**src/hdl/base32_group_encoder_assert.svh**
```systemverilog
// assertion macros used by the encoder back stage
`ifndef BASE32_GROUP_ENCODER_ASSERT_SVH
`define BASE32_GROUP_ENCODER_ASSERT_SVH

// same-cycle implication, checked out of reset
`define B32GE_ASSERT_NOW(label, ante, cons, msg) \
    label: assert property (@(posedge i_clk) disable iff (!i_rst_n) (ante) |-> (cons)) \
        else $error(msg);

// next-cycle implication, checked out of reset
`define B32GE_ASSERT_NEXT(label, ante, cons, msg) \
    label: assert property (@(posedge i_clk) disable iff (!i_rst_n) (ante) |=> (cons)) \
        else $error(msg);

`endif

```
**src/hdl/b32ge_pkg.sv**
```systemverilog
package b32ge_pkg;

    // one decoded input byte: up to three 5-bit character codes
    typedef struct packed {
        logic [2:0][4:0] code;
        logic [1:0]      nchar;
        logic            last;
    } t_grp_entry;

    localparam logic [6:0] SYM_DASH           = 7'd45;
    localparam logic [3:0] GROUP_LENGTH_RESET = 4'd4;
    localparam logic       REG_GROUP_LENGTH   = 1'b0;

    // rfc 4648 base32 alphabet
    function automatic logic [6:0] b32_char(input logic [4:0] code);
        logic [6:0] ch;
        if (code < 5'd26) begin
            ch = 7'd65 + 7'(code);
        end else begin
            ch = 7'd50 + 7'(code - 5'd26);
        end
        return ch;
    endfunction

endpackage

```
**src/hdl/b32ge_front.sv**
```systemverilog
module b32ge_front (
    input  logic                  i_clk,
    input  logic                  i_rst_n,
    input  logic                  i_accept,
    input  logic [7:0]            i_data_byte,
    input  logic                  i_final_byte,
    output b32ge_pkg::t_grp_entry o_entry
);

    logic [3:0]  r_left_bits, n_left_bits;
    logic [2:0]  r_left_cnt, n_left_cnt;
    logic [11:0] acc;
    logic [3:0]  cnt;
    logic        two;
    logic [4:0]  c0, c1, flush_code;
    logic [2:0]  rem;
    logic [3:0]  rbits;

    assign acc = {r_left_bits, i_data_byte};
    assign cnt = {1'b0, r_left_cnt} + 4'd8;
    assign two = (cnt >= 4'd10);
    assign c0  = 5'(acc >> (cnt - 4'd5));
    assign c1  = 5'(acc >> (cnt - 4'd10));
    assign rem = two ? 3'(cnt - 4'd10) : 3'(cnt - 4'd5);
    assign rbits = 4'(acc & ((12'd1 << rem) - 12'd1));
    // leftover bits left-aligned and zero-filled to five bits
    assign flush_code = 5'(9'(rbits) << (3'd5 - rem));

    always_comb begin
        o_entry.code[0] = c0;
        o_entry.code[1] = two ? c1 : flush_code;
        o_entry.code[2] = flush_code;
        o_entry.nchar   = two ? 2'd2 : 2'd1;
        o_entry.last    = i_final_byte;
        if (i_final_byte && (rem != 3'd0)) begin
            o_entry.nchar = o_entry.nchar + 2'd1;
        end
    end

    always_comb begin
        n_left_bits = r_left_bits;
        n_left_cnt  = r_left_cnt;
        if (i_accept) begin
            n_left_bits = i_final_byte ? 4'd0 : rbits;
            n_left_cnt  = i_final_byte ? 3'd0 : rem;
        end
    end

    always_ff @(posedge i_clk) begin
        if (!i_rst_n) begin
            r_left_bits <= 4'd0;
            r_left_cnt  <= 3'd0;
        end else begin
            r_left_bits <= n_left_bits;
            r_left_cnt  <= n_left_cnt;
        end
    end

endmodule

```
**src/hdl/b32ge_fifo.sv**
```systemverilog
module b32ge_fifo #(
    parameter int DEPTH = 4
) (
    input  logic                  i_clk,
    input  logic                  i_rst_n,
    input  logic                  i_push,
    input  b32ge_pkg::t_grp_entry i_entry,
    input  logic                  i_pop,
    output logic                  o_full,
    output logic                  o_empty,
    output b32ge_pkg::t_grp_entry o_head
);

    localparam int AW = (DEPTH > 1) ? $clog2(DEPTH) : 1;
    localparam int CW = $clog2(DEPTH + 1);

    b32ge_pkg::t_grp_entry r_mem [DEPTH];
    logic [AW-1:0] r_wr, n_wr, r_rd, n_rd;
    logic [CW-1:0] r_cnt, n_cnt;

    assign o_full  = (r_cnt == CW'(DEPTH));
    assign o_empty = (r_cnt == CW'(0));
    assign o_head  = r_mem[r_rd];

    always_comb begin
        n_wr  = r_wr;
        n_rd  = r_rd;
        n_cnt = r_cnt;
        if (i_push) begin
            n_wr = (r_wr == AW'(DEPTH - 1)) ? AW'(0) : r_wr + AW'(1);
        end
        if (i_pop) begin
            n_rd = (r_rd == AW'(DEPTH - 1)) ? AW'(0) : r_rd + AW'(1);
        end
        if (i_push && !i_pop) begin
            n_cnt = r_cnt + CW'(1);
        end else if (!i_push && i_pop) begin
            n_cnt = r_cnt - CW'(1);
        end
    end

    always_ff @(posedge i_clk) begin
        if (i_push) begin
            r_mem[r_wr] <= i_entry;
        end
    end

    always_ff @(posedge i_clk) begin
        if (!i_rst_n) begin
            r_wr  <= '0;
            r_rd  <= '0;
            r_cnt <= '0;
        end else begin
            r_wr  <= n_wr;
            r_rd  <= n_rd;
            r_cnt <= n_cnt;
        end
    end

endmodule

```
**src/hdl/b32ge_back.sv**
```systemverilog
`include "base32_group_encoder_assert.svh"

module b32ge_back (
    input  logic                  i_clk,
    input  logic                  i_rst_n,
    input  logic [3:0]            i_group_length,
    input  logic                  i_q_empty,
    input  b32ge_pkg::t_grp_entry i_q_head,
    output logic                  o_q_pop,
    input  logic                  i_pop,
    output logic                  o_valid,
    output logic [6:0]            o_symbol,
    output logic                  o_end_of_run,
    output logic                  o_end_of_message
);

    logic       r_out_valid, n_out_valid;
    logic [6:0] r_symbol, n_symbol;
    logic       r_eor, n_eor;
    logic       r_eom, n_eom;
    logic [1:0] r_idx, n_idx;
    logic [3:0] r_gpos, n_gpos;
    logic       r_any, n_any;
    logic       load;
    logic       dash;
    logic       last_char;
    logic       msg_done;

    assign load      = !i_q_empty && (!r_out_valid || i_pop);
    assign dash      = (i_group_length != 4'd0) && r_any && (r_gpos >= i_group_length);
    assign last_char = (r_idx == (i_q_head.nchar - 2'd1));
    assign o_q_pop   = load && !dash && last_char;
    assign msg_done  = o_q_pop && i_q_head.last;

    always_comb begin
        n_out_valid = r_out_valid;
        n_symbol    = r_symbol;
        n_eor       = r_eor;
        n_eom       = r_eom;
        n_idx       = r_idx;
        n_gpos      = r_gpos;
        n_any       = r_any;
        if (i_pop) begin
            n_out_valid = 1'b0;
        end
        if (load) begin
            n_out_valid = 1'b1;
            if (dash) begin
                // separator first, the character follows once the dash is popped
                n_symbol = b32ge_pkg::SYM_DASH;
                n_eor    = 1'b0;
                n_eom    = 1'b0;
                n_gpos   = 4'd0;
            end else begin
                n_symbol = b32ge_pkg::b32_char(i_q_head.code[r_idx]);
                n_eor    = last_char;
                n_eom    = last_char && i_q_head.last;
                n_gpos   = (r_gpos == 4'd15) ? r_gpos : r_gpos + 4'd1;
                n_any    = 1'b1;
                n_idx    = r_idx + 2'd1;
                if (last_char) begin
                    n_idx = 2'd0;
                    if (i_q_head.last) begin
                        n_gpos = 4'd0;
                        n_any  = 1'b0;
                    end
                end
            end
        end
    end

    always_ff @(posedge i_clk) begin
        r_symbol <= n_symbol;
        r_eor    <= n_eor;
        r_eom    <= n_eom;
    end

    always_ff @(posedge i_clk) begin
        if (!i_rst_n) begin
            r_out_valid <= 1'b0;
            r_idx       <= 2'd0;
            r_gpos      <= 4'd0;
            r_any       <= 1'b0;
        end else begin
            r_out_valid <= n_out_valid;
            r_idx       <= n_idx;
            r_gpos      <= n_gpos;
            r_any       <= n_any;
        end
    end

    assign o_valid          = r_out_valid;
    assign o_symbol         = r_symbol;
    assign o_end_of_run     = r_eor;
    assign o_end_of_message = r_eom;

    `B32GE_ASSERT_NOW(a_pop_needs_entry, o_q_pop, !i_q_empty, "queue popped while empty")
    `B32GE_ASSERT_NOW(a_idx_in_range, !i_q_empty, r_idx < i_q_head.nchar, "char index past entry")
    `B32GE_ASSERT_NOW(a_idle_group, !r_any, r_gpos == 4'd0, "group position set with no output")
    `B32GE_ASSERT_NEXT(a_eom_clears, msg_done, !r_any && (r_idx == 2'd0), "message end left state")

endmodule

```
**src/hdl/base32_group_encoder.sv**
```systemverilog
// Unpadded base32 encoder (rfc 4648 alphabet) with optional dash grouping.
// Bytes go in through a queue-style push/full port, with i_final_byte set on
// the last byte of a message; ascii characters come out through a
// queue-style empty/pop port, one character per transfer, with end_of_run
// on the last character a byte produced and end_of_message on the last
// character of the message. The front stage takes a byte every cycle while
// the decode queue has room and splits it into one to three 5-bit codes;
// the back stage drains them through a single output register at one
// character per cycle while the output is popped, inserting a dash between
// groups of group_length characters of a message (register 0 at byte
// address 0, reset value 4, 0 turns dashes off). A message of zero bytes
// cannot be sent.
module base32_group_encoder #(
    parameter int QUEUE_DEPTH = 4  // decode queue entries, 2 or more
) (
    input  logic        i_clk,
    input  logic        i_rst_n,
    // byte input
    input  logic        push,
    output logic        full,
    input  logic [7:0]  i_data_byte,
    input  logic        i_final_byte,
    // character output
    output logic        empty,
    input  logic        pop,
    output logic [6:0]  o_symbol,
    output logic        o_end_of_run,
    output logic        o_end_of_message,
    // configuration
    input  logic        psel,
    input  logic        penable,
    input  logic        pwrite,
    input  logic [2:0]  paddr,
    input  logic [31:0] pwdata,
    output logic [31:0] prdata,
    output logic        pready
);

    logic [3:0]            r_group_length;
    logic                  cfg_wr;
    logic                  in_xfer;
    logic                  out_xfer;
    logic                  q_pop;
    logic                  q_empty;
    logic                  out_valid;
    b32ge_pkg::t_grp_entry front_entry;
    b32ge_pkg::t_grp_entry q_head;

    // register file: one 4-bit register, decoded on the word index
    assign pready = 1'b1;
    assign cfg_wr = psel && penable && pwrite && pready
                    && (paddr[2] == b32ge_pkg::REG_GROUP_LENGTH);
    assign prdata = (paddr[2] == b32ge_pkg::REG_GROUP_LENGTH) ? 32'(r_group_length) : 32'd0;

    always_ff @(posedge i_clk) begin
        if (!i_rst_n) begin
            r_group_length <= b32ge_pkg::GROUP_LENGTH_RESET;
        end else if (cfg_wr) begin
            r_group_length <= pwdata[3:0];
        end
    end

    // handshakes
    assign in_xfer  = push && !full;
    assign out_xfer = pop && !empty;
    assign empty    = !out_valid;

    // front: leftover bits and code split
    b32ge_front u_front (
        .i_clk        (i_clk),
        .i_rst_n      (i_rst_n),
        .i_accept     (in_xfer),
        .i_data_byte  (i_data_byte),
        .i_final_byte (i_final_byte),
        .o_entry      (front_entry)
    );

    // decode queue between front and back
    b32ge_fifo #(
        .DEPTH (QUEUE_DEPTH)
    ) u_fifo (
        .i_clk   (i_clk),
        .i_rst_n (i_rst_n),
        .i_push  (in_xfer),
        .i_entry (front_entry),
        .i_pop   (q_pop),
        .o_full  (full),
        .o_empty (q_empty),
        .o_head  (q_head)
    );

    // back: grouping, alphabet lookup, output register
    b32ge_back u_back (
        .i_clk            (i_clk),
        .i_rst_n          (i_rst_n),
        .i_group_length   (r_group_length),
        .i_q_empty        (q_empty),
        .i_q_head         (q_head),
        .o_q_pop          (q_pop),
        .i_pop            (out_xfer),
        .o_valid          (out_valid),
        .o_symbol         (o_symbol),
        .o_end_of_run     (o_end_of_run),
        .o_end_of_message (o_end_of_message)
    );

endmodule
```
**config.mk**
```make
export PLATFORM = sky130hd
export DESIGN_NAME = base32_group_encoder
export DESIGN_NICKNAME = d
export VERILOG_FILES = /design/src/hdl/b32ge_pkg.sv /design/src/hdl/b32ge_front.sv /design/src/hdl/b32ge_fifo.sv /design/src/hdl/b32ge_back.sv /design/src/hdl/base32_group_encoder.sv
export VERILOG_INCLUDE_DIRS = /design/src /design/src/hdl
export SDC_FILE = /design/constraint.sdc
export NUM_CORES = 1
export LEC_CHECK = 0
export ABC_AREA = 1
export BUFFER_PORTS_ARGS = -buffer_cell sky130_fd_sc_hd__buf_2
export CAP_MARGIN = 20
export CORE_ASPECT_RATIO = 0.5
export CORE_MARGIN = 4
export CORE_UTILIZATION = 29
export DETAILED_ROUTE_END_ITERATION = 10
export GPL_TIMING_DRIVEN = 0
export HOLD_SLACK_MARGIN = 0.15
export PLACE_DENSITY_LB_ADDON = 0.15
export SYNTH_ARGS = -nofsm -noshare
export SYNTH_HDL_FRONTEND = slang
export SYNTH_SLANG_ARGS = --single-unit
export TNS_END_PERCENT = 100
```
**constraint.sdc**
```tcl
create_clock -name i_clk -period 3.2 [get_ports i_clk]
set_input_delay 0 -clock i_clk [delete_from_list [all_inputs] [get_ports i_clk]]
set_output_delay 0 -clock i_clk [all_outputs]
set_load 0.01 [all_outputs]
```
==> flow_summary.json, run 1 <==
{
  "timing.final.crit_period_ns": 2.97,
  "grt_overflow": 0,
  "die_x_um": 217,
  "finalCritPeriodShare": 0.928,
  "cts_tree": "done",
  "path_clk_slew_ns": 0.07,
  "grt_pass1_wl_um": 24700,
  "ys_seq_area_frac": 0.472,
  "clk_path_buf_depth": 2,
  "drv_slew": 0,
  "clock_skew_ns": 0.00926,
  "max_slew.worst_pin.slew_ns": 0.766,
  "crit_family": "simple AND/OR/NAND/NOR gates",
  "path_class": "reg -> reg",
  "gp_congestion": 0.829,
  "setup_slack_ns": 0.231,
  "die_h_um": 113,
  "grtUsageTotal": 0.127,
  "drt_wl_total_um": 15500,
  "cp_max_fo": 11,
  "drt-initial-drc-count": 255,
  "setup_viol": 0,
  "core_area_mm2": 0.0210,
  "hp-class": "in -> reg",
  "dieArea_mm2": 0.0244,
  "syn_inst": 728,
  "ir_drop_mv": 0.287,
  "synth.distinct_cells": 50,
  "yosys_register_bits": 109,
  "cts_max_level": 3,
  "drive_above_1_share": 0.197,
  "drc": 0,
  "insertion_delay_ns": 0.35,
  "crit_top_cell": "nand2_1",
  "post-place-ws_ns": -0.339,
  "grt_max_degree": 19,
  "diodes": 0,
  "pin_count": 95,
  "fin_nets": 894,
  "relSlewSlack": 0.489,
  "hold-worst-slack_ns": 0.180,
  "power_leakage_uw": 0.00327,
  "status": "finished, final reports clean",
  "critPathMaxStageDelay_ns": 0.32,
  "maxCapViolCount": 0,
  "via_per_inst": 4.39,
  "root_buffer": "clkbuf_16",
  "worst_path_max_delay_cell": "ha_1",
  "avgSynthCellArea_um2": 8.71,
  "yosysTopAreaCell": "edfxtp_1",
  "vias": 4891,
  "netlist_top_cells_area": "edfxtp_1 (38%), nand2_1 (9.0%), dfxtp_1 (8.8%)",
  "area_growth_pct": 18.8,
  "grt_pass1_vias": 4576,
  "yosysWarnings": 0,
  "required_ns": 3.40,
  "maxClockFrequency_ghz": 0.337,
  "cp-end-kind": "flop",
  "path_cells": "clkbuf_4, inv_1, buf_2, ha_4, xor2_2, nand2_1, nand2_4, nand3_4, ha_1, nor2_4, nand2_1, o21ai_2, nand2_1, nand2_2, nand2_1, nand2_2",
  "io_buffers": 35,
  "crit_buf_inv": 3,
  "antenna_found_initial": 0,
  "yosysTopAreaCellShare": 0.384,
  "drtPass1Iterations": 5,
  "dp_hpwl_um": 11500,
  "rsz0062_at_grt": "no",
  "floorplan.initialDensity": 0.302,
  "drtAntennaViolNets": 0,
  "rows": 37,
  "hold_violations": 0,
  "critPathLaunchType": "flop",
  "post_drt_wl_per_cell_um": 13.9,
  "numClockSinks": 109,
  "syn-cell-area_mm2": 0.00634,
  "cts_buffers": 9,
  "cp_data_arrival_time_ns": 3.17,
  "powerDensity_mw_per_mm2": 818
}
## worst paths after layout
path / startpoint / end / slack [ns] / depth (start not counted)
setup reg to reg: u_front.r_left_cnt[0]$_SDFFE_PN0P_ / u_fifo.r_mem[3][11]$_DFFE_PP_ / 0.23 / 16
hold / removal: psel / r_group_length[1]$_SDFFE_PN0P_ / 0.18 / 4
setup / recovery: u_front.r_left_cnt[0]$_SDFFE_PN0P_ / u_fifo.r_mem[3][11]$_DFFE_PP_ / 0.23 / 16
hold reg to reg: r_group_length[3]$_SDFFE_PN0P_ / r_group_length[3]$_SDFFE_PN0P_ / 0.49 / 2
## state kept, by name, summed over array words and instances (netlist names), named ones only
register / cells
u_fifo.r_mem: 72
u_back.o_symbol: 7
r_group_length: 4
u_back.r_gpos: 4
u_front.r_left_bits: 4
u_fifo.r_cnt: 3
u_front.r_left_cnt: 3
u_back.r_idx: 2
u_fifo.r_rd: 2
u_fifo.r_wr: 2
u_back.o_end_of_message: 1
u_back.o_end_of_run: 1
u_back.o_valid: 1
u_back.r_any: 1
## report_power, final
| part | switching (µW) | internal, µW | total, µW | leakage (µW) |
|---|---|---|---|---|
| sequential | 109 | 2010 | 2110 | 0.000986 |
| combinational | 1920 | 991 | 2910 | 0.00214 |
| clock | 522 | 612 | 1130 | 0.000148 |
## per-stage QoR
stage	power, µW	util	std cells	area [µm²]	setup TNS (ns)
2_1_floorplan	4260	-	755	6440	0
3_3_place_gp	5000	0.332	1082	6980	-4.53
4_1_cts	6210	0.358	1115	7510	0
6_report	6160	0.359	1115	7540	0
3_5_place_dp	5040	0.336	1086	7060	-4.53
5_1_grt	6690	0.359	1115	7540	0
## tightest hold or removal path: stages
cell and delay, ns:
buf_2 0.09, and3_1 0.18, inv_1 0.13, a21oi_1 0.08
## repair_timing
action | in CTS | in global routing
resized for setup | 7 | 6
endpoints found under the hold margin | 19 | 0
setup buffers | 0 | 1
hold buffers | 13 | 0
pin swaps | 0 | 1
setup endpoints to repair | 24 | 22
## Yosys cell counts, drive strengths merged
cell type / count
xor2: 4
nor3: 4
o21ai: 52
and3: 1
clkbuf: 7
o21bai: 1
buf: 44
nor2: 74
a21oi: 51
a21boi: 2
fa: 1
a22oi: 1
o22ai: 8
nand4: 5
nand2: 170
nand3b: 2
ha: 24
a211oi: 2
o21a: 1
mux2: 1
a31oi: 2
a21o: 1
conb: 2
o211ai: 7
edfxtp: 81
dfxtp: 28
o32ai: 1
nand3: 66
inv: 84
o221ai: 1
## layout make-up
class	count	area (µm²)
multi-input combinational	511	2780
buffer	50	392
timing repair buffer	53	382
fill	2185	13500
clock buffer	9	225
inverter	84	323
clock inverter	7	73.8
sequential	109	2990
tap	292	365
## layer usage
layer | vias to the layer above | GRT usage | share of wire
li1 | 2561 | - | -
met1 | 2237 | 0.187 | 0.52
met2 | 81 | 0.192 | 0.42
met3 | 12 | 0.0262 | 0.044
met4 | 0 | 0.0279 | 0.0095
met5 | - | 0 | 0
## cells by family (layout without fill, tap and decap cells)
| kind of cell | after synthesis | after routing | share of synthesized area |
|---|---|---|---|
| AND/OR/NAND/NOR | 322 | 322 | 0.237 |
| flip-flops | 109 | 109 | 0.472 |
| other | 2 | 29 | 0.00118 |
| AO/OA/AOI/OAI | 130 | 130 | 0.119 |
| buffers and inverters | 135 | 203 | 0.112 |
| adder cells (fa/ha/maj) | 25 | 25 | 0.0505 |
| multiplexers | 1 | 1 | 0.00178 |
| XOR/XNOR | 4 | 4 | 0.00671 |
## cells in the final DEF (no fill, tap or decap), types with 3 or more instances in the layout
master / synthesis / routed
a21oi_1: 48 / 48
buf_2: 6 / 41
buf_4: 30 / 31
buf_6: 5 / 6
buf_8: 2 / 4
clkbuf_1: 7 / 4
clkbuf_16: 0 / 9
conb_1: 2 / 29
dfxtp_1: 28 / 28
dlygate4sd3_1: 0 / 13
edfxtp_1: 81 / 81
ha_1: 24 / 23
inv_1: 73 / 73
inv_2: 10 / 10
nand2_1: 152 / 150
nand2_2: 10 / 12
nand2_4: 8 / 8
nand3_1: 58 / 57
nand3_2: 4 / 5
nand3_4: 4 / 4
nand4_1: 5 / 5
nor2_1: 71 / 65
nor2_2: 1 / 6
nor3_1: 4 / 4
o211ai_1: 6 / 6
o21ai_0: 41 / 41
o21ai_1: 8 / 8
o21ai_2: 3 / 3
o22ai_1: 7 / 7
xor2_1: 3 / 3
Power figures use the tool's default switching activity.
==> inputs of run 2 (changes only) <==
--- a/config.mk
+++ b/config.mk
@@ -7,13 +7,12 @@
 export NUM_CORES = 1
 export LEC_CHECK = 0
 export ABC_AREA = 1
-export BUFFER_PORTS_ARGS = -buffer_cell sky130_fd_sc_hd__buf_2
 export CAP_MARGIN = 20
 export CORE_ASPECT_RATIO = 0.5
 export CORE_MARGIN = 4
 export CORE_UTILIZATION = 29
 export DETAILED_ROUTE_END_ITERATION = 10
-export GPL_TIMING_DRIVEN = 0
+export DONT_BUFFER_PORTS = 1
 export HOLD_SLACK_MARGIN = 0.15
 export PLACE_DENSITY_LB_ADDON = 0.15
 export SYNTH_ARGS = -nofsm -noshare
==> flow_summary.json, run 2 (synthesized netlist as in run 1, its figures left out) <==
{
  "diodes": 0,
  "grt_max_degree": 37,
  "ir_drop_mv": 0.314,
  "crit_top_cell": "nand2_1",
  "drv_slew": 0,
  "drt_wl_total_um": 15200,
  "finalSetupTns_ns": 0,
  "vias": 4717,
  "path_cells": "inv_1, ha_1, inv_2, a21oi_4, nand2_1, nand2_4, nand3_4, ha_1, nor2_1, nand2_1, o21ai_2, nand2_1, nand2_1, nand2_1, nand2_1",
  "drt-initial-drc-count": 368,
  "power_leakage_uw": 0.00293,
  "min_to": "u_fifo.r_cnt[1]$_SDFFE_PN0P_",
  "rsz0062_at_grt": "no",
  "clock_skew_ns": 0.00960,
  "r2r-end": "u_fifo.r_mem[2][11]$_DFFE_PP_",
  "drtAntennaViolNets": 0,
  "min_from": "push",
  "path_clk_slew_ns": 0.08,
  "min_path_cells": 4,
  "fin_nets": 824,
  "cp_data_arrival_time_ns": 3.07,
  "clk_path_buf_depth": 2,
  "hp-class": "in -> reg",
  "dieArea_mm2": 0.0244,
  "dp_hpwl_um": 10800,
  "cts_max_level": 3,
  "post_drt_wl_per_cell_um": 14.6,
  "drive_above_1_share": 0.113,
  "finalCritPeriodShare": 0.904,
  "p_total_uw": 5940,
  "rows": 37,
  "powerDensity_mw_per_mm2": 849,
  "cts_tree": "done",
  "ff2ff_path_depth": 15,
  "insertion_delay_ns": 0.35,
  "timing.final.crit_period_ns": 2.89,
  "maxCapViolCount": 0,
  "drtPass1Iterations": 4,
  "grt_util_met1": 0.187,
  "drc": 0,
  "hold-worst-slack_ns": 0.166,
  "final_common_cell": "nand2_1",
  "reg2reg_from": "u_front.r_left_cnt[1]$_SDFFE_PN0P_",
  "grtUsageTotal": 0.127,
  "worst_path_max_delay_cell": "dfxtp_1",
  "critPathMaxStageDelay_ns": 0.31,
  "placed_cells": 1014,
  "core_area_mm2": 0.0210,
  "setup_viol": 0,
  "path_class": "reg -> reg",
  "gp_congestion": 0.828,
  "largest_register_ffs": 72,
  "status": "finished, final reports clean",
  "max_slew.worst_pin.slew_ns": 0.751,
  "root_buffer": "clkbuf_16",
  "cp-end-kind": "flop",
  "antenna_found_initial": 0,
  "required_ns": 3.38,
  "die_x_um": 217,
  "final_cell_mix": "nand2_1 (152), edfxtp_1 (81), inv_1 (73), nor2_1 (71), nand3_1 (58)",
  "finalNonFillerCells": 1045,
  "crit_buf_inv": 2,
  "cts_buffers": 9,
  "fillCellCount": 2249,
  "floorplan.initialDensity": 0.302,
  "ctsResizeCount": 0,
  "io_buffers": 0,
  "area_growth_pct": 10.2,
  "relSlewSlack": 0.494,
  "cp_max_fo": 8,
  "grt_util_met2": 0.188,
  "crit_family": "simple AND/OR/NAND/NOR gates",
  "critPathLaunchType": "flop",
  "numClockSinks": 109,
  "post_cts_buffers": 0,
  "grt_pass1_vias": 4462,
  "grt.busiest_layer": "met2",
  "die_h_um": 113,
  "maxClockFrequency_ghz": 0.346,
  "grt_use_met3": 0.0316,
  "grt_overflow": 0,
  "grt_pass1_wl_um": 24500,
  "pin_count": 95,
  "hold_violations": 0,
  "via_per_inst": 4.51,
  "regMostFlops": "u_fifo.r_mem",
  "r2r_slack_ns": 0.31
}
-- run 2: changes by cell type in the layout (fill, tap and decap cells not counted), moves of 5 or more --
cell / previous run / this run
buf_2: 41 / 0
buf_4: 31 / 18
nor2_1: 65 / 71
nor2_2: 6 / 1
buf_6: 6 / 0
-- run 2: area by class of cell --
class                   count  area [µm²]  share of cell area
flip-flops and latches    109        2990               0.428
multi-input cells         511        2740               0.392
well taps                 292         365              0.0523
inverters                  84         323              0.0462
repair buffers             33         285              0.0408
clock buffers               9         225              0.0322
clock inverters             7        58.8             0.00841
-- run 2: how the worst max path moves through the flow --
stage | from | to | slack (ns) | depth (start not counted)
after floorplan | u_front.r_left_cnt[1]$_SDFFE_PN0P_ | u_fifo.r_mem[0][11]$_DFFE_PP_ | 0.49 | 16
after global placement | u_front.r_left_cnt[1]$_SDFFE_PN0P_ | u_fifo.r_mem[3][11]$_DFFE_PP_ | 0.44 | 15
after detailed placement | u_front.r_left_cnt[1]$_SDFFE_PN0P_ | u_fifo.r_mem[2][11]$_DFFE_PP_ | 0.35 | 15
after CTS | u_front.r_left_cnt[1]$_SDFFE_PN0P_ | u_fifo.r_mem[2][11]$_DFFE_PP_ | 0.31 | 15
after global routing | u_front.r_left_cnt[1]$_SDFFE_PN0P_ | u_fifo.r_mem[2][11]$_DFFE_PP_ | 0.07 | 15
final | u_front.r_left_cnt[1]$_SDFFE_PN0P_ | u_fifo.r_mem[2][11]$_DFFE_PP_ | 0.31 | 15
-- run 2: what timing repair did --
item,4_1_cts,5_1_grt
endpoints found under the setup margin,0,0
endpoints found under the hold margin,72,0
hold buffers,15,0
-- run 2: worst register-to-register path: stages, from the launching register on --
cell and delay (ns):
dfxtp_1 0.31, inv_1 0.20, ha_1 0.31, inv_2 0.11
a21oi_4 0.27, nand2_1 0.15, nand2_4 0.13, nand3_4 0.10
ha_1 0.29, nor2_1 0.22, nand2_1 0.11, o21ai_2 0.09
nand2_1 0.07, nand2_1 0.16, nand2_1 0.07, nand2_1 0.15
-- run 2: routing by layer --
metal / up-vias / part of all wire
met5: - / 0
met4: 0 / 0.0074
met3: 8 / 0.051
met2: 112 / 0.41
met1: 2180 / 0.53
li1: 2417 / -
-- run 2: through the flow --
step | cell area, µm² | setup slack, ns | utilization
floorplan | 6440 | 0.485 | -
global placement | 6560 | 0.436 | 0.312
detailed placement | 6560 | 0.355 | 0.312
CTS | 6990 | 0.309 | 0.333
global route | 6990 | 0.0686 | 0.333
finish | 6990 | 0.309 | 0.333
-- run 2: power by group --
part	switching [µW]	leakage (µW)	internal, µW
sequential	156	0.000986	2010
combinational	1840	0.00180	860
clock	530	0.000138	540
total	2530	0.00293	3410
==> inputs of run 3 (changes only) <==
--- a/config.mk
+++ b/config.mk
@@ -14,7 +14,7 @@
 export DETAILED_ROUTE_END_ITERATION = 10
 export DONT_BUFFER_PORTS = 1
 export HOLD_SLACK_MARGIN = 0.15
-export PLACE_DENSITY_LB_ADDON = 0.15
+export PLACE_DENSITY_LB_ADDON = 0.1
 export SYNTH_ARGS = -nofsm -noshare
 export SYNTH_HDL_FRONTEND = slang
 export SYNTH_SLANG_ARGS = --single-unit
==> flow_summary.json, run 3 (synthesized netlist as in run 1, its figures left out) <==
{
  "crit_top_cell": "nand2_1",
  "dieArea_mm2": 0.0244,
  "final_cell_mix": "nand2_1 (152), edfxtp_1 (81), inv_1 (73), nor2_1 (71), nand3_1 (58)",
  "finalCritPeriodShare": 0.905,
  "via_per_inst": 4.47,
  "drc": 0,
  "io_buffers": 0,
  "grt_max_degree": 37,
  "relSlewSlack": 0.524,
  "dp_hpwl_um": 11200,
  "critPathMaxStageDelay_ns": 0.31,
  "worst_path_max_delay_cell": "dfxtp_1",
  "hold_violations": 0,
  "post_cts_buffers": 0,
  "clock_skew_ns": 0.0115,
  "drt-initial-drc-count": 256,
  "grt_overflow": 0,
  "vias": 4669,
  "drtPass1Iterations": 4,
  "required_ns": 3.39,
  "status": "finished, final reports clean",
  "post_drt_wl_per_cell_um": 14.8,
  "regMostFlops": "u_fifo.r_mem",
  "power_leakage_uw": 0.00291,
  "largest_register_ffs": 72,
  "floorplan.initialDensity": 0.302,
  "final_common_cell": "nand2_1",
  "cts_max_level": 3,
  "rsz0062_at_grt": "no",
  "hp-class": "in -> reg",
  "cts_buffers": 9,
  "cp_data_arrival_time_ns": 3.09,
  "cts_tree": "done",
  "setup_viol": 0,
  "rows": 37,
  "cp_max_fo": 9,
  "drive_above_1_share": 0.110,
  "cp-end-kind": "flop",
  "die_x_um": 217,
  "drtAntennaViolNets": 0,
  "root_buffer": "clkbuf_16",
  "numClockSinks": 109,
  "core_area_mm2": 0.0210,
  "maxCapViolCount": 0,
  "die_h_um": 113,
  "clk_path_buf_depth": 2,
  "gp_congestion": 0.811,
  "max_slew.worst_pin.slew_ns": 0.707,
  "crit_buf_inv": 2,
  "crit_family": "simple AND/OR/NAND/NOR gates",
  "powerDensity_mw_per_mm2": 847,
  "fin_nets": 824,
  "ir_drop_mv": 0.330,
  "path_cells": "inv_1, ha_2, inv_2, a21oi_4, nand2_1, nand2_4, nand3_4, ha_1, nor2_1, nand2_1, o21ai_2, nand2_1, nand2_1, nand2_1, nand2_1",
  "finalSetupTns_ns": 0,
  "path_clk_slew_ns": 0.07,
  "path_class": "reg -> reg",
  "diodes": 0,
  "insertion_delay_ns": 0.35,
  "drv_slew": 0,
  "grt_pass1_vias": 4350,
  "grtUsageTotal": 0.128,
  "timing.final.crit_period_ns": 2.89,
  "area_growth_pct": 10.0,
  "maxClockFrequency_ghz": 0.345,
  "critPathLaunchType": "flop",
  "drt_wl_total_um": 15500,
  "fin_util": 0.332,
  "pin_count": 95,
  "antenna_found_initial": 0,
  "grt_pass1_wl_um": 24600
}
==> run 3: cell count changes in the layout (fill, tap and decap cells not counted) <==
| cell | before | now |
|---|---|---|
| clkbuf_1 | 0 | 2 |
| clkinvlp_4 | 1 | 2 |
| clkinv_4 | 3 | 1 |
| inv_8 | 2 | 1 |
| ha_2 | 0 | 1 |
| clkinv_2 | 1 | 0 |
| clkinv_1 | 0 | 1 |
| ha_1 | 24 | 23 |
==> run 3: worst reg2reg max path, cell delays in order, from the launching register on <==
cell,delay (ns)
dfxtp_1,0.31
inv_1,0.22
ha_2,0.29
inv_2,0.08
a21oi_4,0.26
nand2_1,0.15
nand2_4,0.13
nand3_4,0.10
ha_1,0.28
nor2_1,0.23
nand2_1,0.11
o21ai_2,0.09
nand2_1,0.07
nand2_1,0.16
nand2_1,0.09
nand2_1,0.15
==> run 3: final timing paths <==
| path | end | slack [ns] | from | cells past startpoint |
|---|---|---|---|---|
| worst max-delay path | u_fifo.r_mem[2][11]$_DFFE_PP_ | 0.31 | u_front.r_left_cnt[1]$_SDFFE_PN0P_ | 15 |
| worst max register to register | u_fifo.r_mem[2][11]$_DFFE_PP_ | 0.31 | u_front.r_left_cnt[1]$_SDFFE_PN0P_ | 15 |
| worst min-delay path | u_fifo.r_mem[1][15]$_DFFE_PP_ | 0.17 | i_data_byte[2] | 4 |
| worst min register to register | u_fifo.r_cnt[2]$_SDFFE_PN0P_ | 0.50 | u_fifo.r_cnt[2]$_SDFFE_PN0P_ | 2 |
==> run 3: cell type report <==
class / instances / area [µm²]
clock buffers: 11 / 233
multi-input cells: 511 / 2740
repair buffers: 33 / 285
well taps: 292 / 365
fillers: 2258 / 14000
flip-flops and latches: 109 / 2990
clock inverters: 5 / 36.3
inverters: 84 / 323
==> run 3: layer usage <==
layer,GRT usage,up-vias,part of all wire
met5,0,-,0
met4,0.0296,0,0.015
met3,0.0300,17,0.041
met2,0.189,100,0.41
met1,0.190,2140,0.53
li1,-,2412,-
==> run 3: per-stage QoR <==
stage | cell area [µm²] | worst slack, ns | std cells | hold slack (ns) | power [µW]
final | 6980 | 0.305 | 1045 | 0.172 | 5910
after CTS | 6980 | 0.247 | 1045 | 0.174 | 5990
after floorplan | 6440 | 0.485 | 755 | 0.0475 | 4260
after detailed placement | 6560 | 0.270 | 1014 | 0.0512 | 4910
after global placement | 6560 | 0.335 | 1014 | 0.0531 | 4900
after global routing | 6980 | 0.0153 | 1045 | 0.195 | 6450
==> run 3: where the power goes <==
group / switching (µW) / internal (µW)
combinational: 1840 / 861
clock: 511 / 531
sequential: 159 / 2010
total: 2510 / 3400
==> run 3: what timing repair did <==
item / in CTS / in global routing
resized for setup: 0 / 1
hold buffers: 15 / 0
endpoints found under the setup margin: 0 / 4
hold endpoints to repair: 71 / 0
